### config.mk
export PLATFORM = sky130hd
export DESIGN_NAME = fskc_ctrl
export DESIGN_NICKNAME = d
export VERILOG_FILES = /design/src/rtl/fskc_pkg.sv /design/src/rtl/fskc_ctrl.sv
export SDC_FILE = /design/constraint.sdc
export NUM_CORES = 1
export LEC_CHECK = 0
export ABC_CLOCK_PERIOD_IN_PS = 2900
export CORE_MARGIN = 8
export CORE_UTILIZATION = 45
export DETAILED_ROUTE_END_ITERATION = 10
export DONT_BUFFER_PORTS = 1
export PLACE_DENSITY = 0.65
export SETUP_SLACK_MARGIN = 0.15
export SYNTH_ARGS = -nofsm -noshare
export SYNTH_HDL_FRONTEND = slang
export SYNTH_SLANG_ARGS = --single-unit
### constraint.sdc
create_clock -name clk -period 2.9 [get_ports clk]
set_input_delay 0.145 -clock clk [delete_from_list [all_inputs] [get_ports clk]]
set_output_delay 0.145 -clock clk [all_outputs]
set_load 0.05 [all_outputs]
### src/rtl/fskc_pkg.sv
// shared types, constants and tables of the feed-forward soft-knee compressor
// depends on nothing; imported by every module of the block

package fskc_pkg;

  localparam int CHANNELS = 2;

  localparam int SAMPLE_W = 24;
  localparam int ENV_W    = 24;
  localparam int CFG_IDX_W  = 3;
  localparam int CFG_DATA_W = 17;

  // configuration register indexes
  localparam logic [CFG_IDX_W-1:0] CFG_THRESHOLD = 3'd0;
  localparam logic [CFG_IDX_W-1:0] CFG_INV_RATIO = 3'd1;
  localparam logic [CFG_IDX_W-1:0] CFG_ATTACK    = 3'd2;
  localparam logic [CFG_IDX_W-1:0] CFG_RELEASE   = 3'd3;
  localparam logic [CFG_IDX_W-1:0] CFG_MAKEUP    = 3'd4;
  localparam logic [CFG_IDX_W-1:0] CFG_KNEE      = 3'd5;
  localparam logic [CFG_IDX_W-1:0] CFG_RMS_MODE  = 3'd6;
  // index past the register list, writes to it are dropped
  localparam logic [CFG_IDX_W-1:0] CFG_UNUSED_IDX = 3'd7;

  // datapath operations
  localparam int OP_W = 6;
  localparam logic [OP_W-1:0] OP_NONE     = 6'd0;
  localparam logic [OP_W-1:0] OP_LOAD     = 6'd1;
  localparam logic [OP_W-1:0] OP_BYP      = 6'd2;
  localparam logic [OP_W-1:0] OP_PK_A     = 6'd3;
  localparam logic [OP_W-1:0] OP_PK_B     = 6'd4;
  localparam logic [OP_W-1:0] OP_PK_C     = 6'd5;
  localparam logic [OP_W-1:0] OP_RM_A     = 6'd6;
  localparam logic [OP_W-1:0] OP_RM_B     = 6'd7;
  localparam logic [OP_W-1:0] OP_RM_C     = 6'd8;
  localparam logic [OP_W-1:0] OP_RM_D     = 6'd9;
  localparam logic [OP_W-1:0] OP_RM_E     = 6'd10;
  localparam logic [OP_W-1:0] OP_RM_F     = 6'd11;
  localparam logic [OP_W-1:0] OP_RM_G     = 6'd12;
  localparam logic [OP_W-1:0] OP_SQ_STEP  = 6'd13;
  localparam logic [OP_W-1:0] OP_SQ_FIN   = 6'd14;
  localparam logic [OP_W-1:0] OP_NM_STEP  = 6'd15;
  localparam logic [OP_W-1:0] OP_LG_A     = 6'd16;
  localparam logic [OP_W-1:0] OP_LG_B     = 6'd17;
  localparam logic [OP_W-1:0] OP_LG_C     = 6'd18;
  localparam logic [OP_W-1:0] OP_LG_D     = 6'd19;
  localparam logic [OP_W-1:0] OP_GN_ZERO  = 6'd20;
  localparam logic [OP_W-1:0] OP_GN_LIN_A = 6'd21;
  localparam logic [OP_W-1:0] OP_GN_LIN_B = 6'd22;
  localparam logic [OP_W-1:0] OP_KN_A     = 6'd23;
  localparam logic [OP_W-1:0] OP_KN_B     = 6'd24;
  localparam logic [OP_W-1:0] OP_KN_C     = 6'd25;
  localparam logic [OP_W-1:0] OP_DV_STEP  = 6'd26;
  localparam logic [OP_W-1:0] OP_DV_FIN   = 6'd27;
  localparam logic [OP_W-1:0] OP_EX_A     = 6'd28;
  localparam logic [OP_W-1:0] OP_EX_B     = 6'd29;
  localparam logic [OP_W-1:0] OP_EX_C     = 6'd30;
  localparam logic [OP_W-1:0] OP_EX_D     = 6'd31;
  localparam logic [OP_W-1:0] OP_EX_E     = 6'd32;
  localparam logic [OP_W-1:0] OP_EX_F     = 6'd33;
  localparam logic [OP_W-1:0] OP_EX_G     = 6'd34;
  localparam logic [OP_W-1:0] OP_OUT      = 6'd35;

  // gain computer regions
  localparam logic [1:0] REG_ZERO = 2'd0;
  localparam logic [1:0] REG_LIN  = 2'd1;
  localparam logic [1:0] REG_KNEE = 2'd2;

  typedef struct packed {
    logic signed [14:0] threshold;
    logic        [16:0] inverse_ratio;
    logic        [15:0] attack_coef;
    logic        [15:0] release_coef;
    logic signed [13:0] makeup_gain;
    logic        [12:0] knee_db;
    logic               rms_mode;
  } cfg_t;

  typedef struct packed {
    logic [OP_W-1:0] op;
    logic [4:0]      step;
  } cmd_t;

  typedef struct packed {
    logic       bypass;
    logic       rms;
    logic       out_free;
    logic [1:0] region;
  } status_t;

  function automatic logic [16:0] log2_at(input logic [4:0] i);
    logic [16:0] v;
    case (i)
      5'd0:  v = 17'd0;
      5'd1:  v = 17'd5732;
      5'd2:  v = 17'd11136;
      5'd3:  v = 17'd16248;
      5'd4:  v = 17'd21098;
      5'd5:  v = 17'd25711;
      5'd6:  v = 17'd30109;
      5'd7:  v = 17'd34312;
      5'd8:  v = 17'd38336;
      5'd9:  v = 17'd42196;
      5'd10: v = 17'd45904;
      5'd11: v = 17'd49472;
      5'd12: v = 17'd52911;
      5'd13: v = 17'd56229;
      5'd14: v = 17'd59434;
      5'd15: v = 17'd62534;
      default: v = 17'd65536;
    endcase
    return v;
  endfunction

  function automatic logic [17:0] exp2_at(input logic [4:0] i);
    logic [17:0] v;
    case (i)
      5'd0:  v = 18'd65536;
      5'd1:  v = 18'd68438;
      5'd2:  v = 18'd71468;
      5'd3:  v = 18'd74632;
      5'd4:  v = 18'd77936;
      5'd5:  v = 18'd81386;
      5'd6:  v = 18'd84990;
      5'd7:  v = 18'd88752;
      5'd8:  v = 18'd92682;
      5'd9:  v = 18'd96785;
      5'd10: v = 18'd101070;
      5'd11: v = 18'd105545;
      5'd12: v = 18'd110218;
      5'd13: v = 18'd115136;
      5'd14: v = 18'd120194;
      5'd15: v = 18'd125515;
      default: v = 18'd131072;
    endcase
    return v;
  endfunction

endpackage

### src/rtl/fskc_ctrl.sv
// sequencing state machine of the compressor
// depends on fskc_pkg; drives fskc_dp through cmd_t and reads status_t

module fskc_ctrl import fskc_pkg::*; (
  input  logic    clk,
  input  logic    rst,
  input  logic    s_tvalid,
  output logic    s_tready,
  input  status_t status,
  output cmd_t    cmd
);

  localparam logic [5:0] S_IDLE     = 6'd0;
  localparam logic [5:0] S_BYP      = 6'd1;
  localparam logic [5:0] S_PK_A     = 6'd2;
  localparam logic [5:0] S_PK_B     = 6'd3;
  localparam logic [5:0] S_PK_C     = 6'd4;
  localparam logic [5:0] S_RM_A     = 6'd5;
  localparam logic [5:0] S_RM_B     = 6'd6;
  localparam logic [5:0] S_RM_C     = 6'd7;
  localparam logic [5:0] S_RM_D     = 6'd8;
  localparam logic [5:0] S_RM_E     = 6'd9;
  localparam logic [5:0] S_RM_F     = 6'd10;
  localparam logic [5:0] S_RM_G     = 6'd11;
  localparam logic [5:0] S_SQ_STEP  = 6'd12;
  localparam logic [5:0] S_SQ_FIN   = 6'd13;
  localparam logic [5:0] S_NM_STEP  = 6'd14;
  localparam logic [5:0] S_LG_A     = 6'd15;
  localparam logic [5:0] S_LG_B     = 6'd16;
  localparam logic [5:0] S_LG_C     = 6'd17;
  localparam logic [5:0] S_LG_D     = 6'd18;
  localparam logic [5:0] S_GN_SEL   = 6'd19;
  localparam logic [5:0] S_GN_LIN_B = 6'd20;
  localparam logic [5:0] S_KN_B     = 6'd21;
  localparam logic [5:0] S_KN_C     = 6'd22;
  localparam logic [5:0] S_DV_STEP  = 6'd23;
  localparam logic [5:0] S_DV_FIN   = 6'd24;
  localparam logic [5:0] S_EX_A     = 6'd25;
  localparam logic [5:0] S_EX_B     = 6'd26;
  localparam logic [5:0] S_EX_C     = 6'd27;
  localparam logic [5:0] S_EX_D     = 6'd28;
  localparam logic [5:0] S_EX_E     = 6'd29;
  localparam logic [5:0] S_EX_F     = 6'd30;
  localparam logic [5:0] S_EX_G     = 6'd31;
  localparam logic [5:0] S_OUT      = 6'd32;

  logic [5:0] state, state_next;
  logic [4:0] cnt, cnt_next;

  always_ff @(posedge clk) begin
    if (rst) begin
      state <= S_IDLE;
      cnt   <= '0;
    end else begin
      state <= state_next;
      cnt   <= cnt_next;
    end
  end

  always_comb begin
    state_next = state;
    cnt_next   = cnt;
    cmd.op     = OP_NONE;
    cmd.step   = cnt;
    s_tready   = 1'b0;
    unique case (state)
      S_IDLE: begin
        s_tready = 1'b1;
        if (s_tvalid) begin
          cmd.op = OP_LOAD;
          if (status.bypass) state_next = S_BYP;
          else if (status.rms) state_next = S_RM_A;
          else state_next = S_PK_A;
        end
      end
      S_BYP:  begin cmd.op = OP_BYP;  state_next = S_OUT;  end
      S_PK_A: begin cmd.op = OP_PK_A; state_next = S_PK_B; end
      S_PK_B: begin cmd.op = OP_PK_B; state_next = S_PK_C; end
      S_PK_C: begin
        cmd.op = OP_PK_C;
        state_next = S_NM_STEP;
        cnt_next = 5'd4;
      end
      S_RM_A: begin cmd.op = OP_RM_A; state_next = S_RM_B; end
      S_RM_B: begin cmd.op = OP_RM_B; state_next = S_RM_C; end
      S_RM_C: begin cmd.op = OP_RM_C; state_next = S_RM_D; end
      S_RM_D: begin cmd.op = OP_RM_D; state_next = S_RM_E; end
      S_RM_E: begin cmd.op = OP_RM_E; state_next = S_RM_F; end
      S_RM_F: begin cmd.op = OP_RM_F; state_next = S_RM_G; end
      S_RM_G: begin
        cmd.op = OP_RM_G;
        state_next = S_SQ_STEP;
        cnt_next = 5'd23;
      end
      S_SQ_STEP: begin
        cmd.op = OP_SQ_STEP;
        if (cnt == 5'd0) state_next = S_SQ_FIN;
        else cnt_next = cnt - 5'd1;
      end
      S_SQ_FIN: begin
        cmd.op = OP_SQ_FIN;
        state_next = S_NM_STEP;
        cnt_next = 5'd4;
      end
      S_NM_STEP: begin
        cmd.op = OP_NM_STEP;
        if (cnt == 5'd0) state_next = S_LG_A;
        else cnt_next = cnt - 5'd1;
      end
      S_LG_A: begin cmd.op = OP_LG_A; state_next = S_LG_B; end
      S_LG_B: begin cmd.op = OP_LG_B; state_next = S_LG_C; end
      S_LG_C: begin cmd.op = OP_LG_C; state_next = S_LG_D; end
      S_LG_D: begin cmd.op = OP_LG_D; state_next = S_GN_SEL; end
      S_GN_SEL: begin
        unique case (status.region)
          REG_ZERO: begin cmd.op = OP_GN_ZERO;  state_next = S_EX_A;     end
          REG_LIN:  begin cmd.op = OP_GN_LIN_A; state_next = S_GN_LIN_B; end
          default:  begin cmd.op = OP_KN_A;     state_next = S_KN_B;     end
        endcase
      end
      S_GN_LIN_B: begin cmd.op = OP_GN_LIN_B; state_next = S_EX_A; end
      S_KN_B: begin cmd.op = OP_KN_B; state_next = S_KN_C; end
      S_KN_C: begin
        cmd.op = OP_KN_C;
        state_next = S_DV_STEP;
        cnt_next = 5'd11;
      end
      S_DV_STEP: begin
        cmd.op = OP_DV_STEP;
        if (cnt == 5'd0) state_next = S_DV_FIN;
        else cnt_next = cnt - 5'd1;
      end
      S_DV_FIN: begin cmd.op = OP_DV_FIN; state_next = S_EX_A; end
      S_EX_A: begin cmd.op = OP_EX_A; state_next = S_EX_B; end
      S_EX_B: begin cmd.op = OP_EX_B; state_next = S_EX_C; end
      S_EX_C: begin cmd.op = OP_EX_C; state_next = S_EX_D; end
      S_EX_D: begin cmd.op = OP_EX_D; state_next = S_EX_E; end
      S_EX_E: begin cmd.op = OP_EX_E; state_next = S_EX_F; end
      S_EX_F: begin cmd.op = OP_EX_F; state_next = S_EX_G; end
      S_EX_G: begin cmd.op = OP_EX_G; state_next = S_OUT;  end
      S_OUT: begin
        if (status.out_free) begin
          cmd.op = OP_OUT;
          state_next = S_IDLE;
        end
      end
      default: state_next = S_IDLE;
    endcase
  end

endmodule

* Yosys cells after proc, flatten, opt, wreduce, memory -nomap -nowiden
Index checks and enable logic that the tools add are counted.
Storage, ports and cells: input port bits 8, word-level logic and storage cells 68, register bits after elaboration 11
Operators by class: reduce and logical (&&, ||, !) cells 10, muxes and demuxes 16, add/subtract/negate cells 1, equality and inequality tests 39
Operators with widths (number):
- 6-bit case mux with 33 select lines | 1
- 6-bit case mux with 30 select lines | 1
- 6-bit by 5-bit equality test with 1-bit output (second input constant) | 16
- 6-bit by 4-bit equality test with 1-bit output (second input constant) | 8
- 6-bit 2-to-1 mux | 6
- 6-bit by 3-bit equality test with 1-bit output (second input constant) | 4
- 5-bit case mux with 4 select lines | 1
- 6-bit by 2-bit equality test with 1-bit output (second input constant) | 2
- 2-bit != test (second input constant) | 6
- 4-bit case mux with 2 select lines | 1
- 6-bit by 1-bit equality test with 1-bit output (second input constant) | 1
- 6-bit equality test (second input constant) | 1
- 6-bit zero test | 1
- 3-bit 2-to-1 mux | 2
- 2-bit OR reduction | 3
- 5-bit zero test | 1
- 5-bit 2-to-1 mux | 1
- 5-bit AND reduction | 1
- 5-bit by 1-bit subtractor with 5-bit output (second input constant) | 1
- 2-bit case mux with 2 select lines | 1
- 4-bit nonzero test | 1
- 3-bit OR reduction | 1
- 2-bit by 1-bit equality test with 1-bit output (second input constant) | 1
- 2-bit zero test | 1
- other kinds (2) | 3

* Logic depth before layout (Yosys ltp)
Gate-level depths: netlist of run 1.
depth in word-level cells 4, mapped depth 7, gate-level depth less buffers 7

* Worst setup path before layout of run 1
No wires, ideal clock.
kind flip-flop to output port, start register state[3], end output port cmd[5] in the netlist's numbering, setup slack 0.341 ns, cell stages (with the launch flop) 8, arrival 2.414 ns, data required time 2.755 ns, path through dfxtp_1 > buf_6 > or3_1 > or3_1 > buf_6 > nor2_1 > nand2_1 > nand4_1
RTL lines:
- start: declaration | line fskc_ctrl.sv:47 | logic [5:0] state, state_next;
- start signal: assignment | line fskc_ctrl.sv:55 | state <= state_next;
- end: declaration | line fskc_ctrl.sv:10 | output cmd_t cmd

==> results of run 1 <==
cell families after synthesis:
group / after synthesis
AO/OA/AOI/OAI: 51
XOR/XNOR: 5
adder cells (fa/ha/maj): 2
buffers and inverters: 21
flip-flops: 11
multiplexers: 2
AND/OR/NAND/NOR: 70
registers in the layout (all words and copies together), names as in the netlist:
name,cells
state,6
cnt,5
power groups by stage:
| stage | sequential (mW) | combinational, mW | clock (mW) |
|---|---|---|---|
| finish | 0.371 | 1.04 | 0.108 |
| global route | 0.382 | 1.12 | 0.116 |
| CTS | 0.369 | 1.04 | 0.110 |
| detailed placement | 0.372 | 1.03 | 0 |
| global placement | 0.370 | 1.04 | 0 |
| floorplan | 0.286 | 0.951 | 0 |
what timing repair did:
action / CTS / global route
setup endpoints to repair: 0 / 0
hold endpoints to repair: 11 / 0
hold buffers: 1 / 0
metal layers:
| layer | routed length, um | vias to the layer above | global-route usage [%] | share of wire (%) |
|---|---|---|---|---|
| met5 | 0 | - | 0 | 0 |
| met4 | 23 | 0 | 3.394 | 0.74 |
| met3 | 304 | 4 | 5.705 | 9.8 |
| met2 | 1388 | 50 | 21.03 | 45 |
| met1 | 1388 | 548 | 17.69 | 45 |
| li1 | - | 600 | - | - |
synthesized netlist by cell type, drive strengths merged, types with 4 or more instances:
cell type	instances
a211oi	5
nand2b	4
dfxtp	11
o21ai	12
nand2	10
nor3	9
a21oi	10
inv	7
clkbuf	9
buf	4
nor2b	4
xnor2	4
nor2	20
or3	7
metrics by stage:
stage / instances / power, mW / cell area (um2) / setup slack, ns
finish: 190 / 1.518 / 1225 / 0.4270
global placement: 185 / 1.406 / 1189 / 0.7037
detailed placement: 185 / 1.400 / 1189 / 0.6147
CTS: 190 / 1.517 / 1225 / 0.4645
floorplan: 162 / 1.236 / 1165 / 0.3410
global route: 190 / 1.621 / 1225 / 0.2656
area by class of cell:
cell class	instances	area share, %
tap	30	3.064
inverter	8	2.451
multi-input combinational	130	69.87
sequential	11	17.98
clock buffer	4	2.145
timing repair buffer	7	4.494
critical path: stages, from the launching register on:
cell and delay (ns):
dfxtp_1 0.69, nand2_1 0.30, mux2_2 0.34, o21ai_0 0.16, a22o_1 0.15, a2111o_1 0.42
worst min-delay path by stage:
stage	from	endpoint	cells past startpoint	slack (ns)
2_1_floorplan	rst	state[2]$_SDFFE_PP0P_	1	0.25
3_3_place_gp	rst	state[3]$_SDFFE_PP0P_	1	0.22
3_5_place_dp	rst	state[0]$_SDFFE_PP0P_	1	0.22
4_1_cts	status[2]	state[5]$_SDFFE_PP0P_	2	0.05
5_1_grt	rst	state[2]$_SDFFE_PP0P_	2	0.07
6_report	status[2]	state[5]$_SDFFE_PP0P_	2	0.06
==> impl_metrics.ini, run 1 <==
[pwr]
swShare_pct = 58.88
peakVddDrop_mv = 0.7841
p_int_uw = 624.1
power_frac_seq_pct = 24.4
p_per_area_mw_per_mm2 = 1239
p_clk_share_pct = 7.1
p_sw_uw = 893.8
pwr-share-comb_pct = 68.5
p_leak_nw = 0.4175

[finish]
final_core_util_pct = 49.44
fillers = 264
diodes = 0
regArea_um2 = 220.2
multi_input_area_um2 = 855.8
final_common_cell = nor2_1
syn2layout_area_growth_pct = 5.155
nNetsFinal = 171
final_layout_size_suffix_gt1_share_pct = 12.50
layout_common_cells = 20 x nor2_1, 11 x o21ai_0, 11 x dfxtp_1

[synth]
mappedNetlistArea_mm2 = 0.001165
synthArstFlopShare_pct = 0
synth-seq-cells = 11
yosysTopAreaCellShare_pct = 18.90
synth_fa_ha_area_share_pct = 2.148
synthFlopType = dfxtp_1
post-synth-top-area-cell = dfxtp_1
synth-warning-count = 0
synthMuxAreaShare_pct = 1.826
synth_compound_gate_area_share_pct = 32.98
synth_xor_area_share_pct = 3.759
syn_avg_cell_area_um2 = 7.191
syn-num-nets = 172
synth_area_leaders = dfxtp_1 19%, nor2_1 6.4%, o21ai_0 4.7%
synth-simple-area-share_pct = 32.12
synth_top_family_by_area = compound AO/OA/AOI/OAI gates
ys_seq_area_share_pct = 18.90
synth.distinct_cells = 47
synth_cells = 162
synth_edf_count = 0

[clock_network]
ctsHtreeMaxLevel = 1
post_cts_resized = 0
post_cts_buffers = 0
clock_latency_ns = 0.27
cts.sinks = 11
cts_buffers = 3
cts_root_buf = clkbuf_4
clockBufferDepth = 2
cts_tree = yes
path_clk_slew_ns = 0.08

[critical_path]
cp_max_fo = 20
r2r_end = cnt[1]$_SDFFE_PP0P_
arrival_ns = 2.33
crit_type = flip-flop to output port
regToRegSetupSlack_ns = 0.60
timing.rr.start = cnt[0]$_SDFFE_PP0P_
cp-end-kind = output port
rr_worst_depth = 7
crit_path_start_kind = flip-flop
crit_end = cmd[6]
critPathLaunch = state[1]$_SDFFE_PP0P_
cp.required_ns = 2.76

[timing]
whs_ns = 0.05742
fin_skew_ns = 0.006979
fin_crit_ns = 2.473
report.final.hold_viol_count = 0
fmax_ghz = 0.4044
tns_ns = 0
finalSetupViolations = 0
report.final.slew_viol_count = 0
rsz0062_at_grt = no
tightest_slew_ns = 0.8940
slew_headroom_pct = 40.55
fin_crit_sh_pct = 85.28

[place]
io_buffers = 0
gp_congestion = 0.9959
hpwl_um = 2289

[grt]
grt_first_pass_wirelength_um = 4968
overflow = 0
grt_max_degree = 24
grt_antenna_before_repair = 0
grt.total_usage_pct = 13.87
grt_pass1_vias = 1081

[detailed_routing]
via_count = 1202
wl_per_cell_um = 16.34
viasPerCell = 6.326
antenna_left = 0
drtPass1Iterations = 4
drcViolationCount = 0
wirelength_um = 3104
drtIter0Drc = 60

[hold_path]
hold_path.class = primary input to flip-flop

[floorplan]
rows = 18
die_h_um = 66.88
ioPinCount = 20
core_mm2 = 0.002477
die_w_um = 66.88
die-area_mm2 = 0.004473
start_util_pct = 47.02

[run]
drv_cap = 0

[run_status]
status = finished, final reports clean
(Power assumes the default switching activity.)
==> run 2: changes to the inputs <==
Settings changed: ABC_AREA set to 1, CAP_MARGIN set to 15, CELL_PAD_IN_SITES_DETAIL_PLACEMENT set to 1, CELL_PAD_IN_SITES_GLOBAL_PLACEMENT set to 1, CORE_UTILIZATION 45 to 44, PLACE_DENSITY 0.65 to 0.88.
==> run 2 against run 1 <==
- sequential share of layout area fell by 0.65 points
- clock-buffer cell count did not move
- clock power barely moved
- combinational power fell by 5%
- critical path type unchanged
- critical endpoint is now cmd[5]
- largest power group unchanged
==> impl_metrics.ini, run 2 <==
[timing]
slew_headroom_pct = 57.19
finalSetupViolations = 0
fmax_ghz = 0.4273
fin_crit_ns = 2.341
tightest_slew_ns = 0.6402
fin_crit_sh_pct = 80.71
report.final.hold_viol_count = 0
fin_skew_ns = 0.002595
rsz0062_at_grt = no
tns_ns = 0
report.final.slew_viol_count = 0

[critical_path]
critPathMaxStageDelay_ns = 0.54
crit_path_start_kind = flip-flop
cp.required_ns = 2.76
cp_max_fo = 9
crit_slowest_cell = nand4_1
crit_type = flip-flop to output port
cp-end-kind = output port
arrival_ns = 2.20
crit_top_cell = nand4_1
path_cells = inv_1 -> nand2_1 -> clkinv_1 -> nand3_1 -> nand4_1 -> nor2_1 -> nand4_1

[floorplan]
start_util_pct = 44.83
ioPinCount = 20
die_w_um = 68.09
die-area_mm2 = 0.004636
rows = 19
die_h_um = 68.09
core_mm2 = 0.002663

[clock_network]
cts_buffers = 3
clock_latency_ns = 0.27
post_cts_buffers = 0
post_cts_resized = 0
path_clk_slew_ns = 0.08
cts_root_buf = clkbuf_4
postCtsHoldBufs = 1
cts_tree = yes
ctsHtreeMaxLevel = 1
cts.sinks = 11
clockBufferDepth = 2

[detailed_routing]
via_count = 1441
drtIter0Drc = 80
antenna_left = 0
wl_per_cell_um = 15.54
drcViolationCount = 0
drtPass1Iterations = 4
viasPerCell = 5.542
wirelength_um = 4041

[finish]
layout_common_cells = 65 x nand2_1, 36 x nor2_1, 32 x inv_1
syn2layout_area_growth_pct = 6.499
largest_register_ffs = 6
top_register = state
diodes = 0
final_layout_size_suffix_gt1_share_pct = 7.424
nNetsFinal = 240
reg_top3 = state (6), cnt (5)
final_common_cell = nand2_1

[pwr]
peakVddDrop_mv = 0.9288
p_per_area_mw_per_mm2 = 1139
total_power_mw = 1.448
p_leak_nw = 0.7629

[place]
io_buffers = 0
gp_congestion = 0.9171
hpwl_um = 3370

[synth]
mappedNetlistArea_mm2 = 0.001194
ys_top_cells_by_count = 65 x nand2_1, 36 x nor2_1, 32 x inv_1
synth_most_common_cell = nand2_1
synth-simple-area-share_pct = 57.13
synth-warning-count = 0
yosysTopAreaCellShare_pct = 20.44
synth_compound_gate_area_share_pct = 8.700
syn_avg_cell_area_um2 = 5.329
synth-seq-cells = 11
synthFlopType = dfxtp_1
synth_xor_area_share_pct = 2.201
synth_edf_count = 0
synth_top_family_by_area = simple AND/OR/NAND/NOR gates
synthArstFlopShare_pct = 0
synth_fa_ha_area_share_pct = 2.096
synth_area_leaders = nand2_1 20%, dfxtp_1 18%, nand3_1 12%
post-synth-top-area-cell = nand2_1
ys_seq_area_share_pct = 18.45
synth_cells = 224
syn-num-nets = 234
synthMuxAreaShare_pct = 0
synth.distinct_cells = 27

[grt]
grt_first_pass_wirelength_um = 6906
grt.total_usage_pct = 19.28
grt_antenna_before_repair = 0
grt_max_degree = 18
grt_pass1_vias = 1509
overflow = 0

[run]
drv_cap = 0

[run_status]
status = finished, final reports clean

[hold_path]
hold_path.class = primary input to flip-flop
==> run 2: cell count changes after synthesis, sizes merged, moves of 4 or more <==
cell,before,now
nand3,3,29
clkbuf,9,0
o21ai,12,6
nand2,10,70
nor2,20,40
or3,7,0
xnor2,4,0
a211oi,5,0
inv,7,34
nand2b,4,0
nor3,9,3
nor2b,4,0
==> run 2: cell families after synthesis <==
family          count (synthesis)
simple gates                  153
compound gates                 19
buf+inv                        36
xor+xnor                        3
fa+ha+maj                       2
flops                          11
==> run 2: path summary, 6_finish.rpt <==
path	start	to	slack, ns	cells after the start
worst min register to register	state[1]$_SDFFE_PP0P_	state[1]$_SDFFE_PP0P_	0.58	2
worst max register to register	state[5]$_SDFFE_PP0P_	state[1]$_SDFFE_PP0P_	0.94	10
worst max-delay path	state[5]$_SDFFE_PP0P_	cmd[5]	0.56	7
worst min-delay path	rst	state[0]$_SDFFE_PP0P_	0.06	3
==> run 2: worst max-delay path, delay by kind of cell, from the launching register on <==
family | cells | cell delay [ns]
buffers and inverters | 2 | 0.34
DFF | 1 | 0.41
and+or+nand+nor | 5 | 1.18
==> run 2: final cells by class <==
cell class / count / area (um2)
inverters: 35 / 131.4
repair buffers: 2 / 17.52
clock buffers: 4 / 26.28
flip-flops and latches: 11 / 220.2
fillers: 418 / 1391
multi-input cells: 177 / 837.1
well taps: 31 / 38.79
==> run 2: metal layers <==
| layer | vias to the layer above | wire length, um | track usage [%] |
|---|---|---|---|
| li1 | 722 | - | - |
| met1 | 666 | 1628 | 20.94 |
| met2 | 41 | 2092 | 35.52 |
| met3 | 12 | 206 | 3.110 |
| met4 | 0 | 113 | 8.951 |
| met5 | - | 0 | 0 |
==> run 2: report_power, final <==
| group | switching, mW | internal, mW | total (mW) |
|---|---|---|---|
| Clock | 0.0551 | 0.0532 | 0.108 |
| Sequential | 0.149 | 0.202 | 0.351 |
| Combinational | 0.735 | 0.254 | 0.989 |
==> run 2: through the flow <==
stage                     util (%)  hold WS, ns  std cells  setup slack (ns)  instance area [um2]
after global routing         47.74      0.05990        260            0.3885                 1271
final                        47.74      0.05532        260            0.5595                 1271
after global placement       46.38       0.2151        255            0.9110                 1235
after detailed placement     46.38       0.2178        255            0.8906                 1235
after floorplan                  -       0.2141        224             1.117                 1194
after CTS                    47.74      0.04975        260            0.5910                 1271
==> run 3: changes to the inputs <==
Settings changed: ABC_AREA 1 to 0, ABC_CLOCK_PERIOD_IN_PS 2900 to 1900, CORE_UTILIZATION 44 to 40, PLACE_DENSITY 0.88 to 0.79.
Clock period 2.9 ns to 1.9 ns, I/O delays scaled along.
==> run 3 against run 2 <==
- the flow now finishes with violations (negative setup slack)
- final area increased by 47%
- power grew to 2.7 times the previous value
- via count is 24% higher
- final cell count fell by 8.5%
- wire length grew 86%
- core utilization rose by 20 points
- setup slack got worse by 0.87 ns
- clock skew shrank 0.0013 ns
- non-clock buffer count increased by 52
- sequential power grew 24%
- die area is 5.6% higher
- clock-buffer cell count fell by 1
==> impl_metrics.ini, run 3 (synthesis results as in run 1) <==
[place]
hpwl_um = 3541
io_buffers = 0
dpl_worst_slack_ns = -0.1022
gp_congestion = 0.9007

[finish]
largest_register_ffs = 6
diodes = 0
final_common_cell = buf_4
syn2layout_area_growth_pct = 59.94
reg_top3 = state (6), cnt (5)
layout_common_cells = 42 x buf_4, 14 x nor2_1, 9 x nor3_1
top_register = state
final_layout_size_suffix_gt1_share_pct = 48.79
nNetsFinal = 218

[critical_path]
critPathMaxStageDelay_ns = 0.43
critPathTopFamily = compound AO/OA/AOI/OAI gates
arrival_ns = 2.36
rr_worst_depth = 8
crit_top_cell = buf_6
crit_type = flip-flop to flip-flop
cp.required_ns = 2.05
path_buf_inv = 3
crit_path_start_kind = flip-flop
timing.rr.start = state[3]$_SDFFE_PP0P_
r2r_end = cnt[2]$_SDFFE_PP0P_
regToRegSetupSlack_ns = -0.31
cp-end-kind = flip-flop
cp_max_fo = 9
path_cells = buf_6 -> buf_6 -> nand4b_1 -> buf_4 -> o32ai_2 -> o221ai_4 -> o21ai_0 -> a21oi_2
crit_slowest_cell = o21ai_0

[timing]
slew_headroom_pct = 57.31
finalSetupViolations = 14
rsz0062_at_grt = yes
setup_ws_ns = -0.3109
report.final.hold_viol_count = 0
fin_crit_ns = 2.211
tightest_slew_ns = 0.6388
report.final.slew_viol_count = 0
fin_skew_ns = 0.001334
whs_ns = 0.02200
fmax_ghz = 0.4523
fin_crit_sh_pct = 116.4

[floorplan]
ioPinCount = 20
core_mm2 = 0.002758
start_util_pct = 42.24
rows = 19
die_h_um = 69.97
die-area_mm2 = 0.004895
die_w_um = 69.97

[grt]
grt_pass1_vias = 1685
grt_most_used_layer = met2
met1_usage_pct = 28.62
grt_use_met2_pct = 39.90
use_met3_pct = 7.062
grt_antenna_before_repair = 0
grt_first_pass_wirelength_um = 9680
grt.total_usage_pct = 24.48
overflow = 0
grt_max_degree = 17

[detailed_routing]
drtPass1Iterations = 7
antenna_left = 0
wl_per_cell_um = 31.50
drcViolationCount = 0
wirelength_um = 7497
via_count = 1794
drtIter0Drc = 231
viasPerCell = 7.538

[hold_path]
min_path_cells = 2
min_from = rst
holdPathEnd = state[2]$_SDFFE_PP0P_
hold_path.class = primary input to flip-flop

[pwr]
total_power_mw = 3.926
p_leak_nw = 0.7281
peakVddDrop_mv = 1.634
p_per_area_mw_per_mm2 = 2107

[clock_network]
cts_buffers = 3
path_clk_slew_ns = 0.08
clockBufferDepth = 2
cts_root_buf = clkbuf_4
clock_latency_ns = 0.29
cts_tree = yes
cts.sinks = 11
ctsHtreeMaxLevel = 1

[run_status]
violations = negative setup slack
status = complete, but fails checks

[run]
drv_cap = 0
## run 3: changes by cell type in the layout (fill, tap and decap cells not counted), moves of 5 or more
cell     previous run  this run
nand2_1            65         7
buf_4               1        42
inv_1              32         7
nand3_1            28         3
nor2_1             36        14
dfxtp_1            11         4
nor3_1              3         9
or3_1               0         6
buf_12              0         5
buf_6               0         5
## run 3: layer usage
layer  up-vias  share of wire [%]
met4         0                6.9
met5         -                  0
met3        59                 13
li1        690                  -
met1       853                 37
met2       192                 43
## run 3: final cells by class
class,instances,area [um2]
timing repair buffer,54,491.7
clock buffer,3,22.52
inverter,8,31.28
multi-input combinational,130,1037
fill,311,894.6
tap,31,38.79
sequential,11,236.5
clock inverter,1,5.005
## run 3: what timing repair did
action	4_1_cts	5_1_grt
pin swaps	8	11
endpoints found under the hold margin	11	0
gates resized for setup	32	23
setup buffers	6	13
setup endpoints to repair	17	17
hold buffers	2	0
## run 3: how the worst max path moves through the flow
stage / start / to / depth (start not counted)
detailed placement: state[0]$_SDFFE_PP0P_ / state[2]$_SDFFE_PP0P_ / 5
finish: state[3]$_SDFFE_PP0P_ / cnt[2]$_SDFFE_PP0P_ / 8
CTS: state[2]$_SDFFE_PP0P_ / cmd[5] / 6
floorplan: state[3]$_SDFFE_PP0P_ / cmd[5] / 7
global route: state[3]$_SDFFE_PP0P_ / state[1]$_SDFFE_PP0P_ / 7
global placement: state[1]$_SDFFE_PP0P_ / state[2]$_SDFFE_PP0P_ / 6
## run 3: power breakdown
part	leakage, nW	internal [mW]	switching [mW]	total (mW)
sequential	0.0936	0.315	0.120	0.435
combinational	0.617	1.37	1.94	3.31
clock	0.0177	0.0784	0.101	0.179
## run 3: metrics by stage
| step | utilization, % | setup TNS, ns | cell area, um2 | std cells |
|---|---|---|---|---|
| global route | 67.56 | -2.220 | 1863 | 238 |
| detailed placement | 53.27 | -0.1604 | 1469 | 213 |
| global placement | 53.27 | 0 | 1469 | 213 |
| CTS | 60.39 | -0.2995 | 1665 | 225 |
| finish | 67.56 | -2.001 | 1863 | 238 |
| floorplan | - | -0.1593 | 1211 | 162 |
